## config.mk

```make
export PLATFORM = sky130hd
export DESIGN_NAME = trov_sign
export DESIGN_NICKNAME = d
export VERILOG_FILES = /design/src/rtl/core/trov_pkg.sv /design/src/rtl/core/trov_sign.sv
export SDC_FILE = /design/constraint.sdc
export NUM_CORES = 2
export LEC_CHECK = 0
export BUFFER_PORTS_ARGS = -buffer_cell sky130_fd_sc_hd__clkbuf_2
export CAP_MARGIN = 10
export CORE_AREA = 2 2 649 651
export CTS_CLUSTER_SIZE = 8
export DETAILED_ROUTE_END_ITERATION = 6
export DIE_AREA = 0 0 651 653
export GPL_TIMING_DRIVEN = 1
export PLACE_DENSITY = 0.38
export SYNTH_ARGS = -nofsm -noshare
export SYNTH_HDL_FRONTEND = slang
export SYNTH_SLANG_ARGS = --single-unit
```

## constraint.sdc

```tcl
create_clock -name i_clk -period 6.1 [get_ports i_clk]
set_input_delay 1.83 -clock i_clk [delete_from_list [all_inputs] [get_ports i_clk]]
set_output_delay 1.83 -clock i_clk [all_outputs]
set_load 0.1 [all_outputs]
```

## src/rtl/core/trov_pkg.sv

```systemverilog
// ----------------------------------------------------------------------------
// trov_pkg
// types, widths and helpers for the triangle / rectangle overlap pipeline
// ----------------------------------------------------------------------------
package trov_pkg;

    localparam int CW               = 16;  // coordinate width, signed 8.8
    localparam int DW               = CW + 1;  // exact coordinate difference
    localparam int PW               = 2 * DW;  // exact product
    localparam int OW               = PW + 1;  // exact difference of products
    localparam int NUM_VERT         = 3;
    localparam int NUM_CORNER       = 4;
    localparam int NUM_EDGE_ORIENT  = NUM_VERT * NUM_CORNER;
    localparam int NUM_ORIENT       = 2 * NUM_EDGE_ORIENT;
    localparam int IN_BITS          = 10 * CW;
    localparam int OUT_BITS         = 8;

    typedef logic signed [CW-1:0] t_coord;
    typedef logic signed [DW-1:0] t_delta;
    typedef logic signed [PW-1:0] t_wide;

    typedef struct packed {
        t_coord x;
        t_coord y;
    } t_point;

    // orientation of (a, b, c) is ux * vy - uy * vx with u = b - a, v = c - a
    typedef struct packed {
        t_delta ux;
        t_delta uy;
        t_delta vx;
        t_delta vy;
    } t_diff;

    typedef struct packed {
        t_wide p;
        t_wide q;
    } t_prod;

    typedef struct packed {
        logic neg;
        logic pos;
    } t_sgn;

    function automatic t_delta coord_sub(t_coord a, t_coord b);
        return {a[CW-1], a} - {b[CW-1], b};
    endfunction

    function automatic t_diff orient_diff(t_point a, t_point b, t_point c);
        t_diff d;
        d.ux = coord_sub(b.x, a.x);
        d.uy = coord_sub(b.y, a.y);
        d.vx = coord_sub(c.x, a.x);
        d.vy = coord_sub(c.y, a.y);
        return d;
    endfunction

    function automatic logic opposite(t_sgn a, t_sgn b);
        return (a.neg && b.pos) || (a.pos && b.neg);
    endfunction

endpackage

```

## src/rtl/core/trov_sign.sv

```systemverilog
// ----------------------------------------------------------------------------
// trov_sign
// third stage: exact orientation value reduced to negative / positive flags
// ----------------------------------------------------------------------------
module trov_sign (
    input  logic                                        i_clk,
    input  logic                                        i_en,
    input  trov_pkg::t_prod  [trov_pkg::NUM_ORIENT-1:0] i_prod,
    output trov_pkg::t_sgn   [trov_pkg::NUM_ORIENT-1:0] o_sgn
);
    import trov_pkg::*;

    logic signed [OW-1:0] full [NUM_ORIENT];
    t_sgn [NUM_ORIENT-1:0] n_sgn;
    t_sgn [NUM_ORIENT-1:0] r_sgn;

    always_comb begin
        for (int n = 0; n < NUM_ORIENT; n++) begin
            full[n]      = i_prod[n].p - i_prod[n].q;
            n_sgn[n].neg = full[n][OW-1];
            n_sgn[n].pos = !full[n][OW-1] && (full[n] != '0);
        end
    end

    always_ff @(posedge i_clk) begin
        if (i_en) begin
            r_sgn <= n_sgn;
        end
    end

    assign o_sgn = r_sgn;

endmodule

```

Word level (Yosys, flattened, before mapping). Cells that the tools add are included.

Bits in registers: 48. Bits of input ports: 1634. Output and inout bits: 48. Word-level logic and storage cells: 144.

Add/sub/neg operators: 24. Reduce and logical (&&, ||, !) cells: 72.

Operators by type and width (count): 35-bit nonzero test (24); 34-bit by 34-bit subtractor with 35-bit output (24); 1-bit logical AND (24); 1-bit logical NOT (24).

Longest topological paths before layout.
Depth after elaboration: 3. Gate-level depth with buffers: 15.

Worst setup path before layout. OpenSTA, ideal clock, no wires.

Kind: input-to-reg. Start: input port i_prod[646] in the netlist's numbering. End: register r_sgn, in the netlist o_sgn[18], data pin. Data arrival time: 4843 ps. Data required time: 5840 ps. Path slack: 996 ps. Stages on the path: 15. Buffers on the path: 0. Path through: inv_1 -> ha_1 -> inv_1 -> fa_1 -> a211oi_2 -> o21bai_1 -> a221o_1 -> a32o_2 -> a221o_2 -> and2_2 -> or3_1 -> a21oi_1 -> nand4_1 -> nor4_1 -> nor2_1.

RTL lines: start, declared (line trov_sign.sv:8) `input trov_pkg::t_prod [trov_pkg::NUM_ORIENT-1:0] i_prod,`; end signal, assigned (line trov_sign.sv:27) `r_sgn <= n_sgn;`; end, declared (line trov_sign.sv:15) `t_sgn [NUM_ORIENT-1:0] r_sgn;`.

==> results.yml <==
setup_path:
  start_kind: "input pin"
  end_kind: "flop"
  crit_end: "o_sgn[12]"
  arrival_ns: 5.73
  crit_start: "i_prod[408]"
  path_common_cell: "a21oi_1"
  path_class: "in2reg"
  crit_chain: "clkbuf_2, ha_1, inv_1, fa_1, a21o_1, a21oi_1, o211ai_1, a32oi_1, nand2b_1, a21oi_1, xnor2_1, nor4_1, buf_4, o2111ai_1, a2111oi_0, buf_4, a21oi_1"
  worstPathMaxFanout: 4
  cp_slowest_cell: "a2111oi_0"
  cpPeakStageDelay_ns: 0.52
  required_ns: 6.26
yosys:
  synthDistinctLibCells: 106
  synth-seq-cells: 48
  synthTopCellsByArea: "ha_1 (19%), inv_1 (8.3%), a21oi_1 (7.4%), o21ai_0 (4.8%), a21o_1 (4.3%)"
  synth_area_sq_um: 53570
  synth-main-ff-cell: "edfxtp_1"
  synth_most_common_cell: "inv_1"
  synth_nets: 10630
  synth-edff-count: 48
  synthCells: 8160
  netlist_top_cells_count: "inv_1 (1,178), ha_1 (816), a21oi_1 (787), nand2_1 (584), nor2_1 (526)"
  ys_warn_count: 0
  synth_top_cell_area_share_pct: 19.06
  synth.avg_cell_area_sq_um: 6.565
  ys_seq_area_share_pct: 2.691
  yosys.area.top_type: "ha_1"
  ys_async_sr_fraction_pct: 0
route:
  routed.top_layer: "met5"
  via_per_inst: 4.523
  wl_met2_microns: 179000
  met3_length_microns: 22220
  met1_length_microns: 151600
  routed_wl_microns: 370100
  num_vias: 69220
  drt_first_pass_iters: 7
  wl_per_cell_microns: 24.19
  drtIter0Drc: 4740
  antenna_left: 0
  drc: 8
timing:
  postLayoutSetupSlackWorst_ns: 0.5262
  finalCritPeriodShare_pct: 91.37
  setup_violations: 0
  slew_headroom_pct: 26.81
  holdWs_ns: 1.848
  drv_slew: 0
  worst_pin_slew_ns: 1.096
  rsz0062_at_grt: "no"
  hold_viol_final: 0
  fin_crit_ns: 5.574
  fmax_mhz: 179.4
  finalSetupTns_ns: 0
finish:
  n_fill_cell: 48920
  multi_input_area_sq_um: 46740
  syn_to_final_growth_pct: 28.75
  nNetsFinal: 12150
  regArea_sq_um: 1441
  largest_register_ffs: 48
  stdcell_count: 15300
  final_layout_size_suffix_gt1_share_pct: 19.62
power:
  leakagePower_nw: 33.36
  power_density_nw_per_um2: 119.0
  ir_worst_vdd_mv: 0.1403
  total_power_mw: 8.208
grt:
  antenna_found_initial: 204
  track_usage_pct: 16.45
  grt_remaining_overflow: 0
  grt_pass1_wl_microns: 504100
  grt_pass1_vias: 65770
  grt_max_degree: 26
floorplan:
  start_util_pct: 12.80
  pin_count: 1682
  rows: 238
  die_w_microns: 651
  die_h_microns: 653
  core_sq_um: 418400
  dieArea_sq_um: 425100
place:
  dp_hpwl_microns: 337800
  placed_cells: 15190
  dpl_worst_slack_ns: 0.09490
  place.port_buffers: 1681
  gp_congestion: 0.9390
min_path:
  hold_path_class: "in2reg"
run_status:
  violations: "design-rule violations"
  status: "finished with violations"
clock_tree:
  clk_pin_slew_ns: 0.17
  ctsResizeCount: 0
  cts_tree: "yes"
  cts_root_buffer: "clkbuf_16"
  cts.sinks: 48
  cts_hold_buf: 0
  post_cts_buffers: 0
  htreeDepth: 2
  cts_buffers: 5
  clockBufferDepth: 2
job:
  maxCapViolCount: 0
==> layout by cell type (no fill, tap or decap), drive strengths merged, types with 28 or more instances in the layout <==
cell type	n
nor3	169
nand3b	38
xnor2	178
xor2	113
inv	1178
o21bai	104
diode	106
a221oi	28
a21boi	33
edfxtp	48
a21oi	788
nand2	584
a21o	310
or4	29
o21ai	537
and3	87
nand4	193
nand2b	158
ha	816
a31oi	133
o211ai	92
o21a	127
o2111ai	64
o31ai	79
nor4	103
mux2i	92
nor2b	124
nor3b	47
and2	57
a311oi	43
buf	83
a211o	54
nor2	526
nand3	202
a2111oi	71
o22ai	59
a211oi	102
clkbuf	1687
or3	53
==> layout make-up <==
cell class,instances,area share [%]
clock buffer,7,0.1923
inverter,1178,6.411
timing repair buffer,1763,13.13
multi-input combinational,6679,67.77
antenna,106,0.3846
sequential,48,2.090
clock inverter,1,0.005443
tap,5520,10.01
==> critical path: cells and delay by family <==
kind / cells / cell delay, ns
compound gates: 8 / 1.98
buf+inv: 4 / 0.66
fa+ha+maj: 2 / 0.59
simple gates: 2 / 0.51
xor+xnor: 1 / 0.13
==> logic make-up after synthesis <==
kind of cell               count (synthesis)  share of synthesized area (%)
xor gates and xnor gates                 291                          4.758
adders and majority gates                840                          19.96
buffers and inverters                   1433                          10.09
and+or+nand+nor                         2481                          23.63
AOI/OAI and AO/OA                       2947                          36.55
DFF                                       48                          2.691
muxes                                    120                          2.329
==> metal layers <==
| layer | up-vias | global-route usage (%) |
|---|---|---|
| li1 | 33240 | - |
| met1 | 33030 | 19.57 |
| met2 | 2372 | 28.46 |
| met3 | 467 | 3.311 |
| met4 | 108 | 7.186 |
| met5 | - | 0 |
==> report_power, final <==
| group | internal (mW) | switching, mW | total, mW |
|---|---|---|---|
| registers | 0.416 | 0.0449 | 0.461 |
| logic | 2.73 | 4.56 | 7.29 |
| clock network | 0.156 | 0.298 | 0.454 |
==> worst min-delay path by stage <==
| stage | startpoint | end | depth (start not counted) |
|---|---|---|---|
| floorplan | i_en | o_sgn[0] | 0 |
| global placement | i_prod[951] | o_sgn[27] | 4 |
| detailed placement | i_prod[951] | o_sgn[27] | 4 |
| CTS | i_prod[951] | o_sgn[27] | 3 |
| global route | i_prod[951] | o_sgn[27] | 3 |
| finish | i_prod[951] | o_sgn[27] | 4 |
==> stage by stage <==
step,util [%],area [sq um]
2_1_floorplan,-,53570
3_3_place_gp,16.39,68570
3_5_place_dp,16.39,68570
4_1_cts,16.42,68700
5_1_grt,16.47,68900
6_report,16.48,68970
Note: power is estimated with default switching activity, not from simulation.
