**config.mk**
```make
export PLATFORM = sky130hd
export DESIGN_NAME = trov_decide
export DESIGN_NICKNAME = d
export VERILOG_FILES = /design/src/rtl/core/trov_pkg.sv /design/src/rtl/core/trov_decide.sv
export SDC_FILE = /design/constraint.sdc
export NUM_CORES = 1
export LEC_CHECK = 0
export BUFFER_PORTS_ARGS = -buffer_cell sky130_fd_sc_hd__buf_2
export CORE_MARGIN = 8
export CORE_UTILIZATION = 25
export CTS_CLUSTER_DIAMETER = 60
export DETAILED_ROUTE_END_ITERATION = 10
export GPL_TIMING_DRIVEN = 0
export PLACE_DENSITY_LB_ADDON = 0.3
export SYNTH_ARGS = -nofsm -noshare
export SYNTH_HDL_FRONTEND = slang
export SYNTH_SLANG_ARGS = --single-unit
```
**constraint.sdc**
```tcl
create_clock -name i_clk -period 1.15 [get_ports i_clk]
set_input_delay 0.0575 -clock i_clk [delete_from_list [all_inputs] [get_ports i_clk]]
set_output_delay 0.0575 -clock i_clk [all_outputs]
set_load 0.005 [all_outputs]
```
**src/rtl/core/trov_pkg.sv**
```systemverilog
// ----------------------------------------------------------------------------
// trov_pkg
// types, widths and helpers for the triangle / rectangle overlap pipeline
// ----------------------------------------------------------------------------
package trov_pkg;

    localparam int CW               = 16;  // coordinate width, signed 8.8
    localparam int DW               = CW + 1;  // exact coordinate difference
    localparam int PW               = 2 * DW;  // exact product
    localparam int OW               = PW + 1;  // exact difference of products
    localparam int NUM_VERT         = 3;
    localparam int NUM_CORNER       = 4;
    localparam int NUM_EDGE_ORIENT  = NUM_VERT * NUM_CORNER;
    localparam int NUM_ORIENT       = 2 * NUM_EDGE_ORIENT;
    localparam int IN_BITS          = 10 * CW;
    localparam int OUT_BITS         = 8;

    typedef logic signed [CW-1:0] t_coord;
    typedef logic signed [DW-1:0] t_delta;
    typedef logic signed [PW-1:0] t_wide;

    typedef struct packed {
        t_coord x;
        t_coord y;
    } t_point;

    // orientation of (a, b, c) is ux * vy - uy * vx with u = b - a, v = c - a
    typedef struct packed {
        t_delta ux;
        t_delta uy;
        t_delta vx;
        t_delta vy;
    } t_diff;

    typedef struct packed {
        t_wide p;
        t_wide q;
    } t_prod;

    typedef struct packed {
        logic neg;
        logic pos;
    } t_sgn;

    function automatic t_delta coord_sub(t_coord a, t_coord b);
        return {a[CW-1], a} - {b[CW-1], b};
    endfunction

    function automatic t_diff orient_diff(t_point a, t_point b, t_point c);
        t_diff d;
        d.ux = coord_sub(b.x, a.x);
        d.uy = coord_sub(b.y, a.y);
        d.vx = coord_sub(c.x, a.x);
        d.vy = coord_sub(c.y, a.y);
        return d;
    endfunction

    function automatic logic opposite(t_sgn a, t_sgn b);
        return (a.neg && b.pos) || (a.pos && b.neg);
    endfunction

endpackage

```
**src/rtl/core/trov_decide.sv**
```systemverilog
// ----------------------------------------------------------------------------
// trov_decide
// last stage: vertex-in-box hit, corner-in-triangle and strict crossing tests, output register
// ----------------------------------------------------------------------------
module trov_decide (
    input  logic                                        i_clk,
    input  logic                                        i_en,
    input  trov_pkg::t_sgn   [trov_pkg::NUM_ORIENT-1:0] i_sgn,
    input  logic                                        i_hit,
    output logic                                        o_flag
);
    import trov_pkg::*;

    logic n_flag;
    logic r_flag;

    always_comb begin
        n_flag = i_hit;
        // corner inside when its orientations against all triangle edges share one negative flag
        for (int k = 0; k < NUM_CORNER; k++) begin
            if ((i_sgn[k].neg == i_sgn[NUM_CORNER+k].neg) &&
                (i_sgn[NUM_CORNER+k].neg == i_sgn[2*NUM_CORNER+k].neg)) begin
                n_flag = 1'b1;
            end
        end
        // edge i against segment from corner k to the next corner
        for (int i = 0; i < NUM_VERT; i++) begin
            for (int k = 0; k < NUM_CORNER; k++) begin
                if (opposite(i_sgn[i*NUM_CORNER+k],
                        i_sgn[i*NUM_CORNER+((k == NUM_CORNER-1) ? 0 : k+1)]) &&
                    opposite(i_sgn[NUM_EDGE_ORIENT+k*NUM_VERT+i],
                        i_sgn[NUM_EDGE_ORIENT+k*NUM_VERT+
                              ((i == NUM_VERT-1) ? 0 : i+1)])) begin
                    n_flag = 1'b1;
                end
            end
        end
    end

    always_ff @(posedge i_clk) begin
        if (i_en) begin
            r_flag <= n_flag;
        end
    end

    assign o_flag = r_flag;

endmodule

```
---- Word level (Yosys, flattened, before mapping) ----
Index checks and enable logic that the tools add are counted.
storage, ports and cells
  flip-flop bits (word level) ............. 1
cells by class
  eq/ne operators ......................... 8
  reduce and logical (&&, ||, !) cells .... 89
operator list
  operator             number
  1-bit logical AND    64
  1-bit logical OR     24
  16-bit OR reduction  1
  1-bit equality test  8

---- Longest topological paths before layout ----
  word-level depth ........................ 4
  mapped depth ............................ 4
  gate-level depth less buffers ........... 4

---- Worst setup path after synthesis ----
OpenSTA, ideal clock, no wires.
  path type ............................... input to register
  start point ............................. input port i_sgn[37] in the netlist's numbering
  end point ............................... register r_flag, in the netlist o_flag (data pin)
  library setup time ...................... 0.268 ns
  arrival ................................. 0.859 ns
  path slack .............................. 0.022 ns
  stages .................................. 4
  path buffers ............................ 0
  cells stage by stage .................... a22o_1 a32o_1 nor4_2 nand4_1
between the ends
  longest elaborated chain between the ends .. 4
  elaborated cells between the ends (all ways) .. 7
RTL lines
  item                                      line               source
  from (decl)                               trov_decide.sv:8   input trov_pkg::t_sgn [trov_pkg::NUM_ORIENT-1:0] i_sgn,
  1-bit logical AND                         trov_pkg.sv:59     return (a.neg && b.pos) || (a.pos && b.neg);
  1-bit logical OR                          trov_pkg.sv:59
  1-bit logical AND                         trov_decide.sv:30  i_sgn[i*NUM_CORNER+((k == NUM_CORNER-1) ? 0 : k+1)]) &&
  16-bit OR reduction (no source line) (*)  -
  to (signal assigned)                      trov_decide.sv:42  r_flag <= n_flag;
  to (decl)                                 trov_decide.sv:15  logic r_flag;
Every way passes the cells marked *; elsewhere a longest branch is shown, timed or not.
A chain may end at the register's enable or synchronous reset.

---- Worst setup path after layout ----
  start point ............................. input port i_sgn[38] in the netlist's numbering
  end point ............................... register r_flag, in the netlist o_flag (data pin)
Same word-level chain as after synthesis.

==> impl_summary.txt <==
----------------------------------------------------
[Pwr]
  Peak VDD IR ... 177 uV
  Leakage ... 0.000322 uW
  Power per unit of standard cell area ... 433 nW/um^2

[Layout]
  Number of antenna cells inserted ... 0
  Number of flip-flops in the largest register ... 1
  Layout area overhead ... 81.2%
  Most common cell after layout, fill and taps aside ... sky130_fd_sc_hd__buf_2
  Non-filler instance count after layout ... 108
  Commonest non-fill, non-tap cells in the layout ... sky130_fd_sc_hd__buf_2, sky130_fd_sc_hd__a22oi_1, sky130_fd_sc_hd__a22o_1
  Seq. cell area ... 30.0 sq um
  Post-layout net count ... 146
  Filler cells ... 151
  Post-route standard cell area excluding fillers ... 626 sq um
  Fraction of final layout cells with drive strength greater than 1 ... 0.570
  Combined area of the multi-input logic cells ... 315 sq um

[Setup path]
  WS Path Type ... in -> reg
  Critical path startpoint category ... primary input
  Capturing element of the worst setup path ... o_flag
  Slowest stage cell, crit path ... sky130_fd_sc_hd__a32o_1
  Required @ worst endpoint ... 0.88 ns
  CP max FO ... 2
  Critical path endpoint category ... register
  Crit path cell chain ... buf_6, a22o_1, a32o_1, nor4_2, nand4_1
  Worst setup startpoint ... i_sgn[38]
  Crit path DAT ... 0.93 ns
  Critical path's largest stage delay ... 0.26 ns

[Global route]
  Largest net degree at the start of global routing ... 5
  First-pass GRT wire length ... 2850 um
  GRT Resource Usage Total ... 0.123
  Number of antenna violations at the first check in global routing ... 0
  Number of global-route vias before repair ... 741
  GR Overflow Total ... 0

[Place]
  Cell area reported after detailed placement ... 619 sq um
  Input/output buffers ... 51
  Instance count after placement with tap cells included ... 108
  Estimated wirelength of the detail-placed design ... 1610 um
  Weighted congestion at the end of routability-driven global placement ... 0.848

[Route]
  Detailed Route WL ... 1740 um
  Detailed Routing Iterations Pass 1 ... 4
  Vias/cell ... 5.85
  Average wire per standard cell ... 16.1 um
  Remaining DRCs ... 0
  Number of vias after detailed routing ... 632
  Detail Route Antenna Nets ... 0
  Violation count after the first detailed-route iteration ... 8

[Logic synthesis]
  Largest area contributor in the synthesized netlist ... sky130_fd_sc_hd__a22oi_1
  Synth Cell Area ... 345 sq um
  Syn nets ... 93
  Portion of synthesized cell area occupied by the leading cell type ... 0.304
  Count of warnings emitted by yosys ... 0
  Post-Synthesis Cells ... 42
  Sequential element share of the synthesized area ... 0.0870
  Biggest area contributors in the synthesized netlist ... sky130_fd_sc_hd__a22oi_1, sky130_fd_sc_hd__a22o_1, sky130_fd_sc_hd__edfxtp_1
  Synthesized flop and latch total ... 1
  Post-synthesis area per instance ... 8.22 sq um
  Unique masters post-synth ... 12

[Min path]
  Class of the tightest hold or removal check ... in -> reg
  Hold path start ... i_en

[Floorplanning]
  Die span in x ... 53.2 um
  Core Region ... 1300 sq um
  Number of core rows ... 13
  Die height ... 53.2 um
  Number of I/O pins ... 52
  Starting density of the core ... 0.265
  Die outline area ... 2830 sq um

[Timing]
  Fmax achieved ... 0.830 GHz
  Crit share post-route ... 1.05
  Smallest setup slack after layout ... -0.0546 ns
  Post-route minimum period ... 1.20 ns
  Final count of hold timing violations ... 0
  Setup repair after global routing missed its margin ... true
  Worst Max-Slew Pin Slew ... 0.237 ns
  Final max-slew violation count ... 0
  Setup-violating endpoint count in the final report ... 1
  Slew Limit Headroom ... 0.840

[Clocking]
  Clock transition at path regs ... 0 ns
  Post-CTS Setup Repair Bufs ... 0

[Status]
  Violated checks ... setup timing
  Result of the run ... finished with violations

[Flow run]
  Number of violations of the max-capacitance limit ... 0

----------------------------------------------------
## routing by layer
layer | global-route usage | part of all wire | vias to the layer above
met3 | 0.0364 | 0.099 | 0
li1 | - | - | 308
met1 | 0.151 | 0.42 | 283
met5 | 0 | 0 | -
met2 | 0.219 | 0.48 | 41
met4 | 0 | 0 | 0
## worst max-delay path: cells and delay by family
kind / cells / cell delay, ns
AOI/OAI and AO/OA: 2 / 0.50
buffers and inverters: 1 / 0.09
and+or+nand+nor: 2 / 0.29
## what timing repair did
item / CTS / global route
endpoints found under the setup margin: 1 / 1
hold buffers: 0 / 0
endpoints found under the hold margin: 0 / 0
resized for setup: 1 / 0
pin swaps: 4 / 0
## how the worst min path moves through the flow
stage          endpoint  slack [ns]  cells after the start
2_1_floorplan    o_flag        0.17                      0
3_3_place_gp     o_flag        0.26                      1
3_5_place_dp     o_flag        0.26                      1
4_1_cts          o_flag        0.26                      1
5_1_grt          o_flag        0.26                      1
6_report         o_flag        0.26                      1
## kinds of logic after synthesis
group,Yosys count,share of synthesized area
AO/OA/AOI/OAI,33,0.768
flip-flops,1,0.0870
AND/OR/NAND/NOR,8,0.145
## Yosys cell counts, drive strengths merged
cell type  instances
nor3               5
o22ai              3
and3               1
a211oi             1
a32oi              1
nor4               1
edfxtp             1
a32o               1
a22o              13
a22oi             14
nand4              1
## power breakdown
part	total [uW]	leakage [uW]	switching (uW)	internal (uW)
clock	0	0	0	0
sequential	43.5	0.0000101	0.382	43.1
combinational	227	0.000312	98.1	129
total	271	0.000322	98.4	172
## per-stage QoR
stage / power [uW] / setup TNS (ns) / hold slack, ns / util / setup slack [ns]
after floorplan: 135 / 0 / 0.170 / - / 0.0223
after global placement: 264 / -0.171 / 0.258 / 0.476 / -0.171
after detailed placement: 267 / -0.184 / 0.259 / 0.476 / -0.184
after CTS: 269 / -0.0414 / 0.259 / 0.481 / -0.0414
after global routing: 293 / -0.119 / 0.260 / 0.481 / -0.119
final: 271 / -0.0546 / 0.258 / 0.481 / -0.0546
## layout make-up
type / instances / area share
Multi-Input combinational cell: 41 / 0.504
Timing Repair Buffer: 51 / 0.418
Sequential cell: 1 / 0.0480
Tap cell: 15 / 0.0300
Note: power is estimated with default switching activity, not from simulation.
