$ cat src/rtl/core/trov_pkg.sv
// ----------------------------------------------------------------------------
// trov_pkg
// types, widths and helpers for the triangle / rectangle overlap pipeline
// ----------------------------------------------------------------------------
package trov_pkg;

    localparam int CW               = 16;  // coordinate width, signed 8.8
    localparam int DW               = CW + 1;  // exact coordinate difference
    localparam int PW               = 2 * DW;  // exact product
    localparam int OW               = PW + 1;  // exact difference of products
    localparam int NUM_VERT         = 3;
    localparam int NUM_CORNER       = 4;
    localparam int NUM_EDGE_ORIENT  = NUM_VERT * NUM_CORNER;
    localparam int NUM_ORIENT       = 2 * NUM_EDGE_ORIENT;
    localparam int IN_BITS          = 10 * CW;
    localparam int OUT_BITS         = 8;

    typedef logic signed [CW-1:0] t_coord;
    typedef logic signed [DW-1:0] t_delta;
    typedef logic signed [PW-1:0] t_wide;

    typedef struct packed {
        t_coord x;
        t_coord y;
    } t_point;

    // orientation of (a, b, c) is ux * vy - uy * vx with u = b - a, v = c - a
    typedef struct packed {
        t_delta ux;
        t_delta uy;
        t_delta vx;
        t_delta vy;
    } t_diff;

    typedef struct packed {
        t_wide p;
        t_wide q;
    } t_prod;

    typedef struct packed {
        logic neg;
        logic pos;
    } t_sgn;

    function automatic t_delta coord_sub(t_coord a, t_coord b);
        return {a[CW-1], a} - {b[CW-1], b};
    endfunction

    function automatic t_diff orient_diff(t_point a, t_point b, t_point c);
        t_diff d;
        d.ux = coord_sub(b.x, a.x);
        d.uy = coord_sub(b.y, a.y);
        d.vx = coord_sub(c.x, a.x);
        d.vy = coord_sub(c.y, a.y);
        return d;
    endfunction

    function automatic logic opposite(t_sgn a, t_sgn b);
        return (a.neg && b.pos) || (a.pos && b.neg);
    endfunction

endpackage

$ cat src/rtl/core/trov_diff.sv
// ----------------------------------------------------------------------------
// trov_diff
// first stage: corner forming, coordinate differences, vertex-in-box test
// ----------------------------------------------------------------------------
module trov_diff (
    input  logic                                        i_clk,
    input  logic                                        i_en,
    input  trov_pkg::t_point                            i_lo,
    input  trov_pkg::t_point                            i_hi,
    input  trov_pkg::t_point [trov_pkg::NUM_VERT-1:0]   i_vert,
    output trov_pkg::t_diff  [trov_pkg::NUM_ORIENT-1:0] o_diff,
    output logic                                        o_hit
);
    import trov_pkg::*;

    t_point [NUM_CORNER-1:0] corner;
    t_diff  [NUM_ORIENT-1:0] n_diff;
    t_diff  [NUM_ORIENT-1:0] r_diff;
    logic                    n_hit;
    logic                    r_hit;

    // corners A, B, C, D from the bounds as given
    always_comb begin
        corner[0].x = i_lo.x;
        corner[0].y = i_lo.y;
        corner[1].x = i_hi.x;
        corner[1].y = i_lo.y;
        corner[2].x = i_lo.x;
        corner[2].y = i_hi.y;
        corner[3].x = i_hi.x;
        corner[3].y = i_hi.y;
    end

    always_comb begin
        n_hit = 1'b0;
        // triangle edge against each corner
        for (int i = 0; i < NUM_VERT; i++) begin
            for (int k = 0; k < NUM_CORNER; k++) begin
                n_diff[i*NUM_CORNER+k] = orient_diff(i_vert[i],
                    i_vert[(i == NUM_VERT-1) ? 0 : i+1], corner[k]);
            end
        end
        // corner-pair segment against each vertex
        for (int k = 0; k < NUM_CORNER; k++) begin
            for (int j = 0; j < NUM_VERT; j++) begin
                n_diff[NUM_EDGE_ORIENT+k*NUM_VERT+j] = orient_diff(corner[k],
                    corner[(k == NUM_CORNER-1) ? 0 : k+1], i_vert[j]);
            end
        end
        for (int i = 0; i < NUM_VERT; i++) begin
            if ($signed(i_vert[i].x) >= $signed(i_lo.x) &&
                $signed(i_vert[i].x) <= $signed(i_hi.x) &&
                $signed(i_vert[i].y) >= $signed(i_lo.y) &&
                $signed(i_vert[i].y) <= $signed(i_hi.y)) begin
                n_hit = 1'b1;
            end
        end
    end

    always_ff @(posedge i_clk) begin
        if (i_en) begin
            r_diff <= n_diff;
            r_hit  <= n_hit;
        end
    end

    assign o_diff = r_diff;
    assign o_hit  = r_hit;

endmodule

$ cat config.mk
export PLATFORM = sky130hd
export DESIGN_NAME = trov_diff
export DESIGN_NICKNAME = d
export VERILOG_FILES = /design/src/rtl/core/trov_pkg.sv /design/src/rtl/core/trov_diff.sv
export SDC_FILE = /design/constraint.sdc
export NUM_CORES = 2
export LEC_CHECK = 0
export ABC_CLOCK_PERIOD_IN_PS = 3400
export BUFFER_PORTS_ARGS = -buffer_cell sky130_fd_sc_hd__buf_2
export CORE_AREA = 2 2 697 699
export CTS_CLUSTER_SIZE = 16
export DETAILED_ROUTE_END_ITERATION = 10
export DIE_AREA = 0 0 699 701
export HOLD_SLACK_MARGIN = 0.12
export PLACE_DENSITY = 0.31
export REMOVE_ABC_BUFFERS = 1
export SLEW_MARGIN = 20
export SYNTH_ARGS = -nofsm -noshare
export SYNTH_HDL_FRONTEND = slang
export SYNTH_SLANG_ARGS = --single-unit
$ cat constraint.sdc
create_clock -name i_clk -period 3.4 [get_ports i_clk]
set_input_delay 0.51 -clock i_clk [delete_from_list [all_inputs] [get_ports i_clk]]
set_output_delay 0.51 -clock i_clk [all_outputs]
set_load 0.01 [all_outputs]
After elaboration in Yosys (flattened, before gate mapping)
Index checks and enable logic that the tools add are counted.
{"block": "word_totals", "regBits": 613, "latch_bits": 0, "mem_bits_rw": 0, "rom_bits": 0, "input_bits": 162, "output_inout_bits": 1633, "word_cells": 96, "memories": 0}
{"block": "classes", "n_addsub": 36, "multipliers": 0, "n_div": 0, "order_cmp": 12, "eq_ne": 0, "shift": 0, "mux": 1, "bitwise_logic": 0, "reduce_logical": 10}
{"op": "subtractor 16 x 16 -> 17 bit", "count": 36}
{"op": "greater-or-equal comparator 16 bit", "count": 6}
{"op": "less-or-equal comparator 16 bit", "count": 6}
{"op": "logical AND 1 bit", "count": 9}
{"op": "OR reduction 2 bit", "count": 1}
{"op": "two-way mux 1 bit", "count": 1}

Logic depth before layout (Yosys ltp)
{"block": "depth", "ltp_word": 5, "depth_mapped": 11, "mapped_depth_nobuf": 11}

Worst setup path after synthesis
No wires, ideal clock.
{"block": "synth_timing", "path_kind": "input-to-reg", "start": "input port i_hi[1] (netlist bit)", "end": "register r_hit, in the netlist o_hit (data pin)", "setup_time_ns": 0.188, "arrival_ns": 2.817, "t_required_ns": 3.212, "path_slack_ns": 0.395, "cell_stages": 10, "n_path_buf": 0, "path_cell_list": "inv_1 ha_1 nor2b_1 o31a_1 or4_4 a31o_4 a211o_1 o31a_1 a2bb2oi_1 o41ai_1"}
{"block": "synth_between", "elab_chain_cells": 3, "elab_cells_between_ends": 8, "classes_between": "3 x order compare; 1 x mux; 4 x reduce/logical"}
{"element": "from (decl)", "line": "trov_diff.sv:9", "source": "input trov_pkg::t_point i_hi,"}
{"element": "less-or-equal comparator 16 bit", "line": "trov_diff.sv:54", "source": "$signed(i_vert[i].y) <= $signed(i_hi.y)) begin"}
{"element": "logical AND 1 bit", "line": "trov_diff.sv:53", "source": "$signed(i_vert[i].y) >= $signed(i_lo.y) &&"}
{"element": "two-way mux 1 bit or OR reduction 2 bit (tied branches)"}
{"element": "to (signal assigned)", "line": "trov_diff.sv:63", "source": "r_hit <= n_hit;"}
{"element": "to (decl)", "line": "trov_diff.sv:20", "source": "logic r_hit;"}
Several ways; a longest one is shown, not always the timed one.
A chain may end at the register's enable or synchronous reset.

Worst setup path in the final report
{"block": "layout_timing", "start": "input port i_vert[48] (netlist bit)", "end": "register r_hit, in the netlist o_hit (data pin)"}
{"block": "layout_between", "elab_chain_cells": 5, "elab_cells_between_ends": 6, "classes_between": "2 x order compare; 4 x reduce/logical"}
{"element": "from (decl)", "line": "trov_diff.sv:10", "source": "input trov_pkg::t_point [trov_pkg::NUM_VERT-1:0] i_vert,"}
{"element": "greater-or-equal comparator 16 bit or less-or-equal comparator 16 bit (tied branches)", "line": "trov_diff.sv:51, trov_diff.sv:52"}
{"element": "logical AND 1 bit (*)", "line": "trov_diff.sv:51", "source": "if ($signed(i_vert[i].x) >= $signed(i_lo.x) &&"}
{"element": "logical AND 1 bit (*)", "line": "trov_diff.sv:52", "source": "$signed(i_vert[i].x) <= $signed(i_hi.x) &&"}
{"element": "logical AND 1 bit (*)", "line": "trov_diff.sv:53"}
{"element": "OR reduction 2 bit (no line) (*)"}
Mark *: on every way between the ends. The rest lies on a longest branch, timed or not.

==> results.yml <==
power:
  p_int_mw: 19.7
  swShare_pct: 42.6
  pwr_density_cell_mw_per_mm2: 509
  pwr-share-seq_pct: 33.7
  pwr-share-comb_pct: 38.7
  power_mw: 34.3
  clkPwrFrac_pct: 27.6
  switchingPower_mw: 14.6
  irDropWorstVdd_uv: 381
  p_leak_nw: 30.1
layout:
  fillers: 55000
  multi_input_area_sq_mm: 0.0242
  fin_nets: 7403
  final_cells: 13200
  drive_above_1_share_pct: 38.5
  areaGrowthSynthToFinish_pct: 33.1
  register_area_sq_mm: 0.0170
setup_path:
  crit_chain: "dlygate4sd3_1 -> buf_2 -> buf_4 -> inv_1 -> ha_1 -> nand2b_1 -> a21oi_1 -> o31a_1 -> o211ai_1 -> nand3_1 -> o2111a_1 -> a2bb2oi_1 -> buf_4 -> o41ai_1"
  required_ns: 3.91
  worstSetupEndpointType: "register"
  critical_path.slowest_cell: "dlygate4sd3_1"
  worstSetupStartpointType: "input pin"
  crit_type: "input pin to register"
  cp.buffers_inverters: 5
  cpMostUsedCell: "buf_4"
  slowest_delay_ns: 0.57
  path_max_fanout: 3
  arrival_ns: 3.91
  crit_family: "compound AO/OA/AOI/OAI gates"
synthesis:
  synth_area_sq_mm: 0.0507
  synth_common_cells: "buf_4 (1070), edfxtp_1 (565), ha_1 (556)"
  synth_top_area_share_pct: 33.5
  synth_cell_types: 82
  synth-seq-cells: 565
  synth_top_flop_cell: "edfxtp_1"
  synth_edf_count: 565
  synth.most_common_cell: "buf_4"
  synth.largest_area_cell: "edfxtp_1"
  ys_warn_count: 0
  synth_async_sr_flop_share_pct: 0
  synth.avg_cell_area_sq_um: 9.58
  synth_cells: 5290
  ys_seq_area_share_pct: 33.5
  synth_area_leaders: "edfxtp_1 (33%), buf_4 (16%), ha_1 (14%), xnor2_1 (5.3%), a21oi_1 (3.2%)"
placed_design:
  gp_congestion: 0.873
  hpwl_um: 338000
  numPortBuffers: 1692
  placed_cells: 13000
die:
  ios: 1795
  die_x_um: 699
  start_util_pct: 10.5
  core_region_area_sq_mm: 0.482
  die_height_um: 701
  die_area_sq_mm: 0.490
  rows: 255
drt:
  drt-initial-drc-count: 2988
  firstDrtPassIters: 7
  drc: 0
  routed_wl_um: 379000
  wl_per_cell_um: 28.7
  avgViaCountPerCell: 3.37
  vias: 44400
  final_antenna_net_count: 0
run_status:
  status: "finished with violations"
  violations: "negative setup slack"
clock_network:
  path_clk_slew_ns: 0.06
  cts.htree.levels: 3
  clockBufferDepth: 4
  numCtsBuffers: 91
  clock-sinks: 565
  cts_root_buf: "clkbuf_16"
  cts_tree: "yes"
sta:
  rsz0062_at_grt: "no"
  tightest_slew_ns: 1.11
  period_minus_slack_ns: 3.40
  setup_tns_ns: -0.00475
  finalSetupViolCount: 1
  clock.fmax_mhz: 294
  slew_headroom_pct: 26.2
  slew_viol_final: 0
  fin_ws_ns: -0.00475
  fin_crit_sh_pct: 100
  finalHoldViolations: 0
run:
  drv_cap: 0
hold_path:
  min_path_type: "input pin to register"
global_routing:
  grt_first_pass_wirelength_um: 470000
  antenna_found_initial: 114
  first_global_vias: 43200
  grt_usage_pct: 14.7
  grt_max_degree: 82
  grt-ovfl-total: 0
## worst paths after layout
path	from	endpoint	slack, ns	depth (start not counted)
setup / recovery	i_vert[48]	o_hit	-0.005	14
hold / removal	i_vert[33]	o_diff[511]	0.21	3
## through the flow
step	util (%)	hold WS [ns]	area, sq um	setup slack (ns)
6_report	14.0	0.214	67500	-0.00475
5_1_grt	14.0	0.164	67400	0.0239
4_1_cts	14.0	0.136	67400	0.00617
3_5_place_dp	13.4	0.957	64500	-0.529
3_3_place_gp	13.4	0.960	64500	-0.554
2_1_floorplan	-	0.622	42400	0.395
## cells by family (layout without fill, tap and decap cells)
group	Yosys count	in the layout	share of synthesized area, %
buffers and inverters	1567	2892	19.6
AO/OA/AOI/OAI	1178	1178	15.1
AND/OR/NAND/NOR	969	969	9.49
adder cells (fa/ha/maj)	590	590	15.1
flip-flops	565	565	33.5
XOR/XNOR	401	401	6.93
multiplexers	19	19	0.383
other	1	130	0.00740
## state kept, by name, summed over array words and instances, names as in the netlist
| signal | flops |
|---|---|
| o_diff | 564 |
| o_hit | 1 |
## final cells by class
| class | count | area share, % |
|---|---|---|
| clock inverter | 52 | 0.777 |
| antenna | 28 | 0.104 |
| inverter | 331 | 1.84 |
| multi-input combinational | 3259 | 35.9 |
| timing repair buffer | 2403 | 20.9 |
| clock buffer | 106 | 3.46 |
| sequential | 565 | 25.1 |
| tap | 6425 | 11.9 |
## timing repair
| item | CTS | global route |
|---|---|---|
| setup buffers | 0 | 0 |
| setup endpoints to repair | 0 | 3 |
| hold buffers | 6 | 0 |
| hold endpoints to repair | 6 | 0 |
| resized for setup | 0 | 4 |
## power by group through the flow
stage,Combinational (mW),Clock (mW),Sequential [mW]
floorplan,3.92,0,11.5
global placement,13.7,0,12.0
detailed placement,13.5,0,12.0
CTS,13.6,9.92,11.9
global route,14.2,10.1,11.7
finish,13.3,9.47,11.6
## cell usage in the layout, fill, tap and decap left out, types with 21 or more instances in the layout
cell,Yosys,final
or3_1,39,39
nand3_1,56,56
xor2_1,95,95
a21boi_0,44,43
buf_2,11,1691
fa_1,34,34
o21bai_1,58,58
a21o_1,184,184
nand2_1,163,163
o21ai_0,225,223
a221oi_1,22,21
buf_4,1070,685
a21oi_1,321,321
and3_1,33,33
conb_1,1,102
edfxtp_1,565,565
nand4_1,36,36
clkbuf_16,0,91
xnor2_1,306,306
nor2b_1,116,116
nand2b_1,79,79
a211oi_1,31,31
inv_1,329,329
nor3_1,85,85
a31oi_1,48,48
nor2_1,287,287
diode_2,0,28
o21a_1,55,55
ha_1,556,556
## routing by layer
| layer | global-route usage, % | vias up | wire length, um | part of all wire, % |
|---|---|---|---|---|
| met5 | 0 | - | 488 | 0.13 |
| met4 | 2.97 | 74 | 8580 | 2.3 |
| met3 | 3.57 | 345 | 22900 | 6.0 |
| met2 | 29.5 | 1726 | 211000 | 56 |
| met1 | 15.2 | 22300 | 136000 | 36 |
| li1 | - | 20000 | - | - |
No activity file was read; power rests on OpenSTA's default activity.
